--- config.mk ---
export PLATFORM = sky130hd
export DESIGN_NAME = msb_first_bit_packer
export DESIGN_NICKNAME = d
export VERILOG_FILES = /design/src/hw/rtl/mfbp_pkg.sv /design/src/hw/rtl/mfbp_front.sv /design/src/hw/rtl/mfbp_queue.sv /design/src/hw/rtl/mfbp_back.sv /design/src/hw/rtl/msb_first_bit_packer.sv
export SDC_FILE = /design/constraint.sdc
export NUM_CORES = 1
export LEC_CHECK = 0
export BUFFER_PORTS_ARGS = -buffer_cell sky130_fd_sc_hd__buf_2
export CORE_AREA = 2 2 168 203
export DETAILED_ROUTE_END_ITERATION = 12
export DIE_AREA = 0 0 170 205
export PLACE_DENSITY = 0.49
export SLEW_MARGIN = 30
export SYNTH_ARGS = -nofsm -noshare
export SYNTH_HDL_FRONTEND = slang
export SYNTH_SLANG_ARGS = --single-unit
export TNS_END_PERCENT = 30
--- constraint.sdc ---
create_clock -name clk -period 4 [get_ports clk]
set_input_delay 0.4 -clock clk [delete_from_list [all_inputs] [get_ports clk]]
set_output_delay 0.4 -clock clk [all_outputs]
set_load 0.02 [all_outputs]
--- src/hw/rtl/mfbp_pkg.sv ---
package mfbp_pkg;

	localparam int VALUE_BITS = 32;
	localparam int BYTE_BITS  = 8;
	localparam int LEN_W      = 6;
	localparam int QDEPTH     = 2;
	localparam int QPTR_W     = $clog2(QDEPTH);
	localparam int QCNT_W     = $clog2(QDEPTH + 1);

	localparam logic REQ_APPEND = 1'b0;
	localparam logic REQ_FLUSH  = 1'b1;

	typedef struct packed {
		logic                  req_type;
		logic [VALUE_BITS-1:0] field_value;
		logic [LEN_W-1:0]      field_length;
	} req_t;

	typedef struct packed {
		logic [BYTE_BITS-1:0] out_byte;
		logic                 last_byte;
	} rsp_t;

	// bytes are left aligned: first byte in data[31:24]
	typedef struct packed {
		logic [VALUE_BITS-1:0] data;
		logic [2:0]            nbytes;
	} qent_t;

	typedef struct packed {
		logic  push;
		qent_t ent;
	} qpush_t;

endpackage

--- src/hw/rtl/mfbp_front.sv ---
module mfbp_front #(
	parameter int MAX_FIELD_BITS = 32
) (
	input  logic            clk,
	input  logic            arst_n,
	input  logic            pad_bit,
	input  logic            req_valid,
	output logic            req_stall,
	input  mfbp_pkg::req_t  req,
	input  logic            q_full,
	output mfbp_pkg::qpush_t qpush
);
	import mfbp_pkg::*;

	localparam int LIMIT = (MAX_FIELD_BITS < VALUE_BITS) ? MAX_FIELD_BITS : VALUE_BITS;
	localparam logic [LEN_W-1:0] LEN_LIMIT = LEN_W'(LIMIT);

	logic [6:0] partial_q;
	logic [2:0] count_q;

	logic                  acc;
	logic [LEN_W-1:0]      len_c;
	logic [VALUE_BITS-1:0] vmask;
	logic [38:0]           w;
	logic [5:0]            total;
	logic [39:0]           la;
	logic [6:0]            pmask;
	logic [7:0]            fbyte;
	logic [7:0]            fill;
	logic [3:0]            free_bits;
	logic [6:0]            partial_d;
	logic [2:0]            count_d;

	assign req_stall = q_full;
	assign acc       = req_valid && !req_stall;

	always_comb begin
		len_c = (req.field_length > LEN_LIMIT) ? LEN_LIMIT : req.field_length;
		vmask = (len_c == '0) ? '0 : ({VALUE_BITS{1'b1}} >> (6'd32 - len_c));
		w     = ({32'b0, partial_q} << len_c) | {7'b0, req.field_value & vmask};
		total = {3'b0, count_q} + len_c;
		// left align the pending bits so complete bytes sit at the top
		la    = {1'b0, w} << (6'd40 - total);
		pmask = 7'((8'd1 << total[2:0]) - 8'd1);

		free_bits = 4'd8 - {1'b0, count_q};
		fill      = pad_bit ? (8'hFF >> count_q) : 8'h00;
		fbyte     = 8'({1'b0, partial_q} << free_bits) | fill;

		qpush = '0;
		partial_d = partial_q;
		count_d   = count_q;
		if (req.req_type == REQ_FLUSH) begin
			qpush.push       = acc && (count_q != '0);
			qpush.ent.data   = {fbyte, 24'b0};
			qpush.ent.nbytes = 3'd1;
			partial_d = '0;
			count_d   = '0;
		end else begin
			qpush.push       = acc && (total[5:3] != '0);
			qpush.ent.data   = la[39:8];
			qpush.ent.nbytes = total[5:3];
			partial_d = w[6:0] & pmask;
			count_d   = total[2:0];
		end
	end

	always_ff @(posedge clk or negedge arst_n) begin
		if (!arst_n) begin
			partial_q <= '0;
			count_q   <= '0;
		end else if (acc) begin
			partial_q <= partial_d;
			count_q   <= count_d;
		end
	end

	a_enq_count: assert property (@(posedge clk) disable iff (!arst_n)
		qpush.push |-> (qpush.ent.nbytes >= 3'd1 && qpush.ent.nbytes <= 3'd4))
		else $error("queued word with bad byte count");

	a_state_hold: assert property (@(posedge clk) disable iff (!arst_n)
		!acc |=> ($stable(partial_q) && $stable(count_q)))
		else $error("pending bits changed without an accepted word");

	a_pending_clean: assert property (@(posedge clk) disable iff (!arst_n)
		(partial_q >> count_q) == 7'd0)
		else $error("pending bits above count not zero");

endmodule

--- src/hw/rtl/mfbp_queue.sv ---
module mfbp_queue (
	input  logic             clk,
	input  logic             arst_n,
	input  mfbp_pkg::qpush_t qpush,
	input  logic             pop,
	output logic             full,
	output logic             head_valid,
	output mfbp_pkg::qent_t  head
);
	import mfbp_pkg::*;

	qent_t             ent_q [QDEPTH];
	logic [QPTR_W-1:0] wptr_q;
	logic [QPTR_W-1:0] rptr_q;
	logic [QCNT_W-1:0] cnt_q;

	assign full       = (cnt_q == QCNT_W'(QDEPTH));
	assign head_valid = (cnt_q != '0);
	assign head       = ent_q[rptr_q];

	always_ff @(posedge clk) begin
		if (qpush.push) begin
			ent_q[wptr_q] <= qpush.ent;
		end
	end

	always_ff @(posedge clk or negedge arst_n) begin
		if (!arst_n) begin
			wptr_q <= '0;
			rptr_q <= '0;
			cnt_q  <= '0;
		end else begin
			if (qpush.push) begin
				wptr_q <= wptr_q + 1'b1;
			end
			if (pop) begin
				rptr_q <= rptr_q + 1'b1;
			end
			case ({qpush.push, pop})
				2'b10:   cnt_q <= cnt_q + 1'b1;
				2'b01:   cnt_q <= cnt_q - 1'b1;
				default: cnt_q <= cnt_q;
			endcase
		end
	end

	a_no_overflow: assert property (@(posedge clk) disable iff (!arst_n)
		qpush.push |-> !full)
		else $error("push into full queue");

endmodule

--- src/hw/rtl/mfbp_back.sv ---
module mfbp_back (
	input  logic            clk,
	input  logic            arst_n,
	input  logic            head_valid,
	input  mfbp_pkg::qent_t head,
	output logic            pop,
	output logic            rsp_valid,
	input  logic            rsp_stall,
	output mfbp_pkg::rsp_t  rsp
);
	import mfbp_pkg::*;

	logic [1:0]            idx_q;
	logic                  rsp_valid_q;
	rsp_t                  rsp_q;
	logic                  load;
	logic                  last;
	logic [VALUE_BITS-1:0] sh;

	assign load = head_valid && (!rsp_valid_q || !rsp_stall);
	assign last = ({1'b0, idx_q} + 3'd1) == head.nbytes;
	assign pop  = load && last;
	assign sh   = head.data << {idx_q, 3'b000};

	assign rsp_valid = rsp_valid_q;
	assign rsp       = rsp_q;

	always_ff @(posedge clk) begin
		if (load) begin
			rsp_q.out_byte  <= sh[31:24];
			rsp_q.last_byte <= last;
		end
	end

	always_ff @(posedge clk or negedge arst_n) begin
		if (!arst_n) begin
			idx_q       <= '0;
			rsp_valid_q <= 1'b0;
		end else begin
			if (load) begin
				idx_q       <= last ? 2'd0 : idx_q + 2'd1;
				rsp_valid_q <= 1'b1;
			end else if (!rsp_stall) begin
				rsp_valid_q <= 1'b0;
			end
		end
	end

	a_idx_range: assert property (@(posedge clk) disable iff (!arst_n)
		head_valid |-> ({1'b0, idx_q} < head.nbytes))
		else $error("byte index past end of queued word");

endmodule

--- src/hw/rtl/msb_first_bit_packer.sv ---
// MSB-first bit packer. Append words put the low field_length bits of
// field_value (clamped to MAX_FIELD_BITS, at most 32) behind the pending
// bits, highest bit first; each complete byte comes out on rsp, last_byte
// marking the final byte of a word. Flush words pad a non-empty partial
// byte with pad_bit (register 0, byte address 0) and emit it. A word is
// accepted every cycle while the two-entry queue between the packing front
// and the byte serializer has room; the serializer sends one byte per cycle
// while rsp_stall is low, so a word that completes n bytes (0 to 4) yields
// n bytes in turn, and sustained throughput without stalls is one byte per clock.
module msb_first_bit_packer #(
	parameter int MAX_FIELD_BITS = 32
) (
	input  logic           clk,
	input  logic           arst_n,
	input  logic           psel,
	input  logic           penable,
	input  logic           pwrite,
	input  logic [2:0]     paddr,
	input  logic [31:0]    pwdata,
	output logic [31:0]    prdata,
	output logic           pready,
	input  logic           req_valid,
	output logic           req_stall,
	input  mfbp_pkg::req_t req,
	output logic           rsp_valid,
	input  logic           rsp_stall,
	output mfbp_pkg::rsp_t rsp
);
	import mfbp_pkg::*;

	localparam logic REG_PAD_BIT = 1'b0;

	logic   pad_bit_q;
	logic   q_full;
	logic   head_valid;
	logic   pop;
	qent_t  head;
	qpush_t qpush;

	assign pready = 1'b1;
	assign prdata = (paddr[2] == REG_PAD_BIT) ? {31'b0, pad_bit_q} : 32'b0;

	always_ff @(posedge clk or negedge arst_n) begin
		if (!arst_n) begin
			pad_bit_q <= 1'b0;
		end else if (psel && penable && pwrite && pready && paddr[2] == REG_PAD_BIT) begin
			pad_bit_q <= pwdata[0];
		end
	end

	mfbp_front #(
		.MAX_FIELD_BITS(MAX_FIELD_BITS)
	) u_front (
		.clk       (clk),
		.arst_n    (arst_n),
		.pad_bit   (pad_bit_q),
		.req_valid (req_valid),
		.req_stall (req_stall),
		.req       (req),
		.q_full    (q_full),
		.qpush     (qpush)
	);

	mfbp_queue u_queue (
		.clk        (clk),
		.arst_n     (arst_n),
		.qpush      (qpush),
		.pop        (pop),
		.full       (q_full),
		.head_valid (head_valid),
		.head       (head)
	);

	mfbp_back u_back (
		.clk        (clk),
		.arst_n     (arst_n),
		.head_valid (head_valid),
		.head       (head),
		.pop        (pop),
		.rsp_valid  (rsp_valid),
		.rsp_stall  (rsp_stall),
		.rsp        (rsp)
	);

endmodule

==> results of run 1 <==
[cells in the final DEF, fill, tap and decap left out, types with 7 or more instances in the layout]
master       n
o22ai_1     16
and3_1       9
nor2b_1     11
nor3b_1      7
a21o_1       8
buf_2       59
nor3_1      33
xnor2_1      9
mux2i_1     37
a221oi_1     9
ha_1        15
o31ai_1     13
a31oi_1     14
clkbuf_16    9
dfrtp_1     18
o21ai_0     60
a32o_1       7
a211o_1      9
mux2_2      26
nand4_1      8
buf_4      183
mux4_2      33
a22o_1       7
a211oi_1    11
nor2_1      82
nand2_1     68
or3_1        8
o211ai_1    18
inv_1       26
a21oi_1     47
o32ai_1      9
nand2b_1    20
edfxtp_1    79
nand3_1     19
conb_1      32
[report_power, final]
| group | total (mW) | switching (mW) | internal [mW] |
|---|---|---|---|
| logic | 7.53 | 4.22 | 3.31 |
| clock network | 0.826 | 0.393 | 0.433 |
| registers | 1.80 | 0.207 | 1.60 |
| total | 10.2 | 4.82 | 5.34 |
[worst register-to-register path, cell delays in order, from the launching register on]
cell	delay (ns)
dfrtp_1	0.38
inv_1	0.16
xnor2_1	0.10
ha_1	0.34
inv_1	0.07
ha_1	0.21
ha_1	0.35
clkinv_1	0.06
buf_4	0.18
mux4_2	0.52
a222oi_1	0.39
buf_4	0.19
nor2_1	0.04
a31o_1	0.22
a211o_1	0.31
[worst paths after layout]
path	startpoint	end	cells after the start
worst min-delay path	arst_n	u_front.count_q[0]$_DFFE_PN0P_	1
min in group clk	rsp_stall	u_back.rsp_valid$_DFFE_PN0P_	3
worst min register to register	u_back.rsp_valid$_DFFE_PN0P_	u_back.rsp_valid$_DFFE_PN0P_	2
worst max register to register	u_front.count_q[1]$_DFFE_PN0P_	u_queue.ent_q[0][30]$_DFFE_PP_	14
worst max-delay path	req[1]	u_queue.ent_q[0][30]$_DFFE_PP_	14
max in group asynchronous	arst_n	u_back.idx_q[0]$_DFFE_PN0P_	1
[per-layer routing]
layer | vias up | global-route usage, %
met5 | - | 0
met4 | 0 | 12.4
met3 | 104 | 1.56
met2 | 373 | 35.1
met1 | 4494 | 25.6
li1 | 4346 | -
[cell type report]
| cell class | instances | area (sq um) |
|---|---|---|
| Fill cell | 3452 | 21100 |
| Multi-Input combinational cell | 823 | 6180 |
| Sequential cell | 97 | 2820 |
| Timing Repair Buffer | 249 | 1820 |
| Tap cell | 412 | 515 |
| Clock buffer | 9 | 225 |
| Inverter | 28 | 105 |
| Clock inverter | 7 | 60.1 |
[logic make-up after synthesis]
kind of cell	count (synthesis)	synth area share, %
and+or+nand+nor	328	18.0
muxes	98	14.9
DFF	97	29.1
buffers and inverters	158	8.75
adders and majority gates	15	1.93
AOI/OAI and AO/OA	333	25.5
other	2	0.0773
xor gates and xnor gates	17	1.80
[registers in the layout (all words and copies together) (netlist names)]
signal and cells:
u_queue.ent_q 70, pad_bit_q 1, u_back.rsp_valid 1, u_front.partial_q 7, u_back.idx_q 2, u_front.count_q 3
u_queue.rptr_q 1, u_queue.cnt_q 2, u_queue.wptr_q 1, u_back.rsp 9
[metrics by stage]
stage	setup slack, ns	util [%]	total power [mW]
finish	0.191	35.7	10.2
global route	0.0573	35.7	10.9
CTS	0.218	35.7	10.1
detailed placement	-0.145	34.8	9.30
global placement	-0.146	34.6	9.22
floorplan	-0.0154	-	6.53
==> run_results.csv, run 1 <==
group,metric,value,unit
cts,cts_setup_buffers,0,
critical_path,crit_slowest_cell,"o41ai_1",
detailed_routing,avgRoutedWirePerCell,21.9,um
placed_design,dp_hpwl,28300,um
finish,final_cell_area,0.0117,sq mm
global_routing,grt_use_total,20.7,%
sta,skew,0.00498,ns
synthesis,synth_area_leader_cell,"edfxtp_1",
floorplanning,die_h,205,um
floorplanning,die_w,170,um
sta,fin_crit,3.81,ns
critical_path,worstPathArrival,3.90,ns
global_routing,grt_pass1_wl,54600,um
finish,layout.cells.non_filler,1625,
floorplanning,die_area,0.0349,sq mm
cts,path_clk_slew,0.07,ns
global_routing,grt_pass1_vias,9246,
cts,cts_hold_buf,0,
detailed_routing,ant_nets,0,
floorplanning,core,0.0329,sq mm
synthesis,yosysMostFrequentCell,"nor2_1",
placed_design,dpl-instance-area,0.0114,sq mm
power_and_ir_drop,ir_drop,0.000310,V
global_routing,grt_antenna_before_repair,0,
cts,cts_sinks,97,
cts,clockBufferDepth,2,
cts,cts.repair.resized,0,
cts,htree_levels,3,
placed_design,dp.cells,1609,
synthesis,syn_inst,1048,
synthesis,ys_types,108,
critical_path,cp-end-kind,"flop",
critical_path,critPathTopFamily,"compound AO/OA/AOI/OAI gates",
detailed_routing,routed_wl,35600,um
finish,n_antenna_cell,0,
sta,timing.fmax,263,MHz
floorplanning,rows,73,
global_routing,grt_max_degree,63,
critical_path,path_cells,"buf_2 > buf_4 > nor2_1 > o41ai_1 > a211oi_1 > buf_4 > a311oi_4 > buf_4 > mux2i_1 > a222oi_1 > buf_4 > nor2_1 > a31o_1 > a211o_1",
synthesis,ys_ff_latch,97,
power_and_ir_drop,power.density,866,mW/mm^2
synthesis,synth_edf_count,79,
critical_path,timing.critical_path.mode_cell,"buf_4",
cts,cts_tree,"yes",
critical_path,critical_path_buf_inv_count,5,
cts,numCtsBuffers,9,
cts,clkLatencyLatePin,0.35,ns
synthesis,synthTopCellsByArea,"edfxtp_1 (24%), mux4_2 (7.7%), dfrtp_1 (4.6%), mux2i_1 (3.8%), nor2_1 (3.2%)",
critical_path,r2r_slack,0.22,ns
sta,finalCritPeriodShare,95.2,%
placed_design,place_congestion,0.968,
power_and_ir_drop,p_leak,4.55,nW
sta,worst_pin_slew,0.706,ns
finish,nets,1304,
floorplanning,start_util,29.5,%
critical_path,cp.required,4.09,ns
finish,drive_gt1_share,30.2,%
critical_path,cp-start-kind,"primary input",
detailed_routing,vias,9317,
sta,hold_viol_final,2,
detailed_routing,drtIter0Drc,746,
floorplanning,ioPinCount,125,
job,max_cap_viol_count,0,
synthesis,syn_area,0.00971,sq mm
critical_path,critPathKind,"in -> reg",
sta,setup_viol,0,
sta,rsz0062_at_grt,"no",
placed_design,numPortBuffers,59,
sta,maxSlewHeadroom,52.9,%
sta,timing.hold.ws,-0.00249,ns
sta,tns,0,ns
critical_path,crit_fanout,47,
sta,slew_viol_final,0,
detailed_routing,drt_pre_antenna_iters,6,
status,status,"finished, violations left",
synthesis,synth_top_area_share,24.4,%
detailed_routing,viasPerCell,5.73,
detailed_routing,drc,0,
critical_path,critPathMaxStageDelay,0.53,ns
finish,areaGrowthSynthToFinish,20.8,%
synthesis,yosysSeqAreaShare,29.1,%
worst_hold_path,hold_path_class,"in -> async",
detailed_routing,wl_met3,1500,um
synthesis,ys.flop_type,"edfxtp_1",
detailed_routing,route.met2.wl,17000,um
synthesis,yosysWarnings,0,
synthesis,async_flop_share,18.6,%
global_routing,overflow,0,
cts,clock-root-buffer,"clkbuf_16",
detailed_routing,wl_met1,14800,um
status,violations,"hold timing",
detailed_routing,highest_layer,"met4",
synthesis,ys_top_cells_by_count,"nor2_1 (84), edfxtp_1 (79), nand2_1 (68), o21ai_0 (60), a21oi_1 (47)",
synthesis,syn_area_per_cell,9.27,sq um
No activity file was read; power rests on OpenSTA's default activity.
==> run 2: changes to the inputs <==
--- a/config.mk
+++ b/config.mk
@@ -5,11 +5,12 @@
 export SDC_FILE = /design/constraint.sdc
 export NUM_CORES = 1
 export LEC_CHECK = 0
-export BUFFER_PORTS_ARGS = -buffer_cell sky130_fd_sc_hd__buf_2
 export CORE_AREA = 2 2 168 203
 export DETAILED_ROUTE_END_ITERATION = 12
 export DIE_AREA = 0 0 170 205
-export PLACE_DENSITY = 0.49
+export DONT_BUFFER_PORTS = 1
+export HOLD_SLACK_MARGIN = 0.1
+export PLACE_DENSITY = 0.46
 export SLEW_MARGIN = 30
 export SYNTH_ARGS = -nofsm -noshare
 export SYNTH_HDL_FRONTEND = slang
==> run 2 against run 1 <==
The run now ends clean. Highest routed layer unchanged. Count of clock-buffer cells in the layout unchanged. Final area down 6.2%. Clock power up 2%.
==> run_results.csv, run 2 (same netlist as run 1, synthesis figures left out) <==
group,metric,value,unit
floorplanning,die_area,0.0349,sq mm
cts,clockBufferDepth,2,
floorplanning,ioPinCount,125,
cts,cts_setup_buffers,0,
cts,clock-root-buffer,"clkbuf_16",
critical_path,rr_endpoint,"u_queue.ent_q[1][30]$_DFFE_PP_",
sta,fin_crit,3.72,ns
critical_path,reg2regPathDepth,13,
power_and_ir_drop,seq_power_share,18.6,%
cts,path_clk_slew,0.08,ns
finish,layout_common_cells,"buf_4 (131), nor2_1 (82), edfxtp_1 (79)",
power_and_ir_drop,switchingPower,4.76,mW
critical_path,r2r-start,"u_front.count_q[1]$_DFFE_PN0P_",
finish,n_antenna_cell,0,
power_and_ir_drop,clkPwrFrac,8.5,%
detailed_routing,drtIter0Drc,893,
critical_path,cp-start-kind,"flop",
cts,cts_sinks,97,
critical_path,crit_fanout,4,
detailed_routing,drt_pre_antenna_iters,7,
sta,setup_viol,0,
power_and_ir_drop,p_leak,4.05,nW
floorplanning,core,0.0329,sq mm
placed_design,dp_hpwl,26900,um
critical_path,critPathTopFamily,"compound AO/OA/AOI/OAI gates",
worst_hold_path,min_to,"u_front.partial_q[3]$_DFFE_PN0P_",
cts,clkLatencyLatePin,0.35,ns
sta,maxSlewHeadroom,48.8,%
finish,nets,1191,
detailed_routing,viasPerCell,5.86,
sta,finalCritPeriodShare,93.0,%
critical_path,worstPathArrival,3.81,ns
critical_path,critPathMaxStageDelay,0.46,ns
global_routing,grt_antenna_before_repair,0,
worst_hold_path,hold_depth,1,
power_and_ir_drop,combPwrFrac,73.0,%
placed_design,preCtsSetupSlack,-0.0799,ns
critical_path,critPathKind,"reg -> reg",
detailed_routing,vias,8860,
floorplanning,die_h,205,um
finish,drive_gt1_share,23.1,%
placed_design,place_congestion,0.919,
finish,layout_commonest_cell,"buf_4",
critical_path,cp-end-kind,"flop",
critical_path,r2r_slack,0.28,ns
detailed_routing,avgRoutedWirePerCell,23.1,um
global_routing,grt_max_degree,65,
critical_path,path_cells,"inv_1 > xnor2_1 > ha_1 > inv_1 > ha_1 > ha_1 > clkinv_1 > mux4_2 > a222oi_1 > buf_4 > nor2_1 > a31o_1 > a211o_1",
global_routing,grt_pass1_wl,53400,um
critical_path,crit_cells,13,
power_and_ir_drop,ir_drop,0.000297,V
critical_path,timing.critical_path.mode_cell,"ha_1",
finish,largest_reg_flops,70,
finish,areaGrowthSynthToFinish,13.3,%
critical_path,crit_slowest_cell,"mux4_2",
job,max_cap_viol_count,0,
sta,skew,0.0116,ns
sta,hold_viol_final,0,
power_and_ir_drop,power.density,905,mW/mm^2
power_and_ir_drop,p_int,5.20,mW
worst_hold_path,hold_path_class,"in -> reg",
sta,setup_slack,0.282,ns
floorplanning,die_w,170,um
critical_path,cp.required,4.09,ns
sta,timing.hold.ws,0.144,ns
detailed_routing,wl_met3,1830,um
placed_design,numPortBuffers,0,
floorplanning,start_util,29.5,%
global_routing,grt_use_total,20.1,%
power_and_ir_drop,swShare,47.8,%
detailed_routing,drc,0,
critical_path,critical_path_buf_inv_count,4,
status,status,"completed",
global_routing,grt_pass1_vias,8547,
cts,numCtsBuffers,9,
cts,cts_tree,"yes",
sta,rsz0062_at_grt,"no",
floorplanning,rows,73,
sta,slew_viol_final,0,
global_routing,overflow,0,
cts,htree_levels,3,
critical_path,startpoint,"u_front.count_q[1]$_DFFE_PN0P_",
power_and_ir_drop,p_total,9.96,mW
sta,worst_pin_slew,0.748,ns
detailed_routing,ant_nets,0,
detailed_routing,route.met2.wl,16800,um
worst_hold_path,min_from,"req[38]",
finish,regMostFlops,"u_queue.ent_q",
sta,timing.fmax,269,MHz
detailed_routing,wl_met1,14800,um
detailed_routing,routed_wl,34900,um
detailed_routing,highest_layer,"met4",
-- run 2: cell types whose count changed in the layout (fill, tap and decap cells not counted) --
cell	previous run	this run
a2111oi_1	1	0
a2111oi_2	1	2
clkinv_8	0	1
clkinv_1	2	1
buf_12	5	1
buf_4	183	131
buf_2	59	1
dlygate4sd3_1	0	1
-- run 2: worst register-to-register path: cells and delay by family (launching register included) --
family          cells  cell delay (ns)
simple gates        1             0.04
buf+inv             4             0.65
fa+ha+maj           3             0.92
mux                 1             0.46
flops               1             0.38
xor+xnor            1             0.09
compound gates      3             0.93
-- run 2: power by group through the flow --
stage | registers (mW) | logic (mW) | clock network (mW)
global placement | 1.87 | 7.17 | 0
global route | 1.89 | 7.90 | 0.917
detailed placement | 1.88 | 7.21 | 0
finish | 1.85 | 7.26 | 0.845
floorplan | 1.77 | 4.76 | 0
CTS | 1.85 | 7.24 | 0.876
-- run 2: what timing repair did --
action,4_1_cts,5_1_grt
hold buffers,1,1
resized for setup,0,2
hold endpoints to repair,18,18
endpoints found under the setup margin,0,8
-- run 2: layout make-up --
cell class | count | area [sq um]
fillers | 3451 | 21900
multi-input cells | 823 | 6190
flip-flops and latches | 97 | 2820
repair buffers | 136 | 1070
well taps | 412 | 515
clock buffers | 9 | 225
inverters | 28 | 105
clock inverters | 7 | 72.6
-- run 2: worst max path at each step --
stage / slack [ns] / to
finish: 0.28 / u_queue.ent_q[1][30]$_DFFE_PP_
global placement: -0.17 / u_queue.ent_q[0][18]$_DFFE_PP_
global route: 0.04 / u_queue.ent_q[1][26]$_DFFE_PP_
floorplan: -0.02 / u_queue.ent_q[0][0]$_DFFE_PP_
detailed placement: -0.08 / u_queue.ent_q[0][18]$_DFFE_PP_
CTS: 0.25 / u_queue.ent_q[0][30]$_DFFE_PP_
-- run 2: through the flow --
stage	util, %	std cells	area (sq um)	TNS, ns
2_1_floorplan	-	1078	9820	-1.08
3_3_place_gp	32.3	1492	10600	-1.57
3_5_place_dp	32.5	1494	10700	-0.646
4_1_cts	33.4	1511	11000	0
5_1_grt	33.5	1512	11000	0
6_report	33.5	1512	11000	0
-- run 2: routing by layer --
layer,global-route usage [%],vias to the layer above
met2,34.5,364
met4,7.91,0
met5,0,-
met3,2.28,67
met1,25.8,4309
li1,-,4120
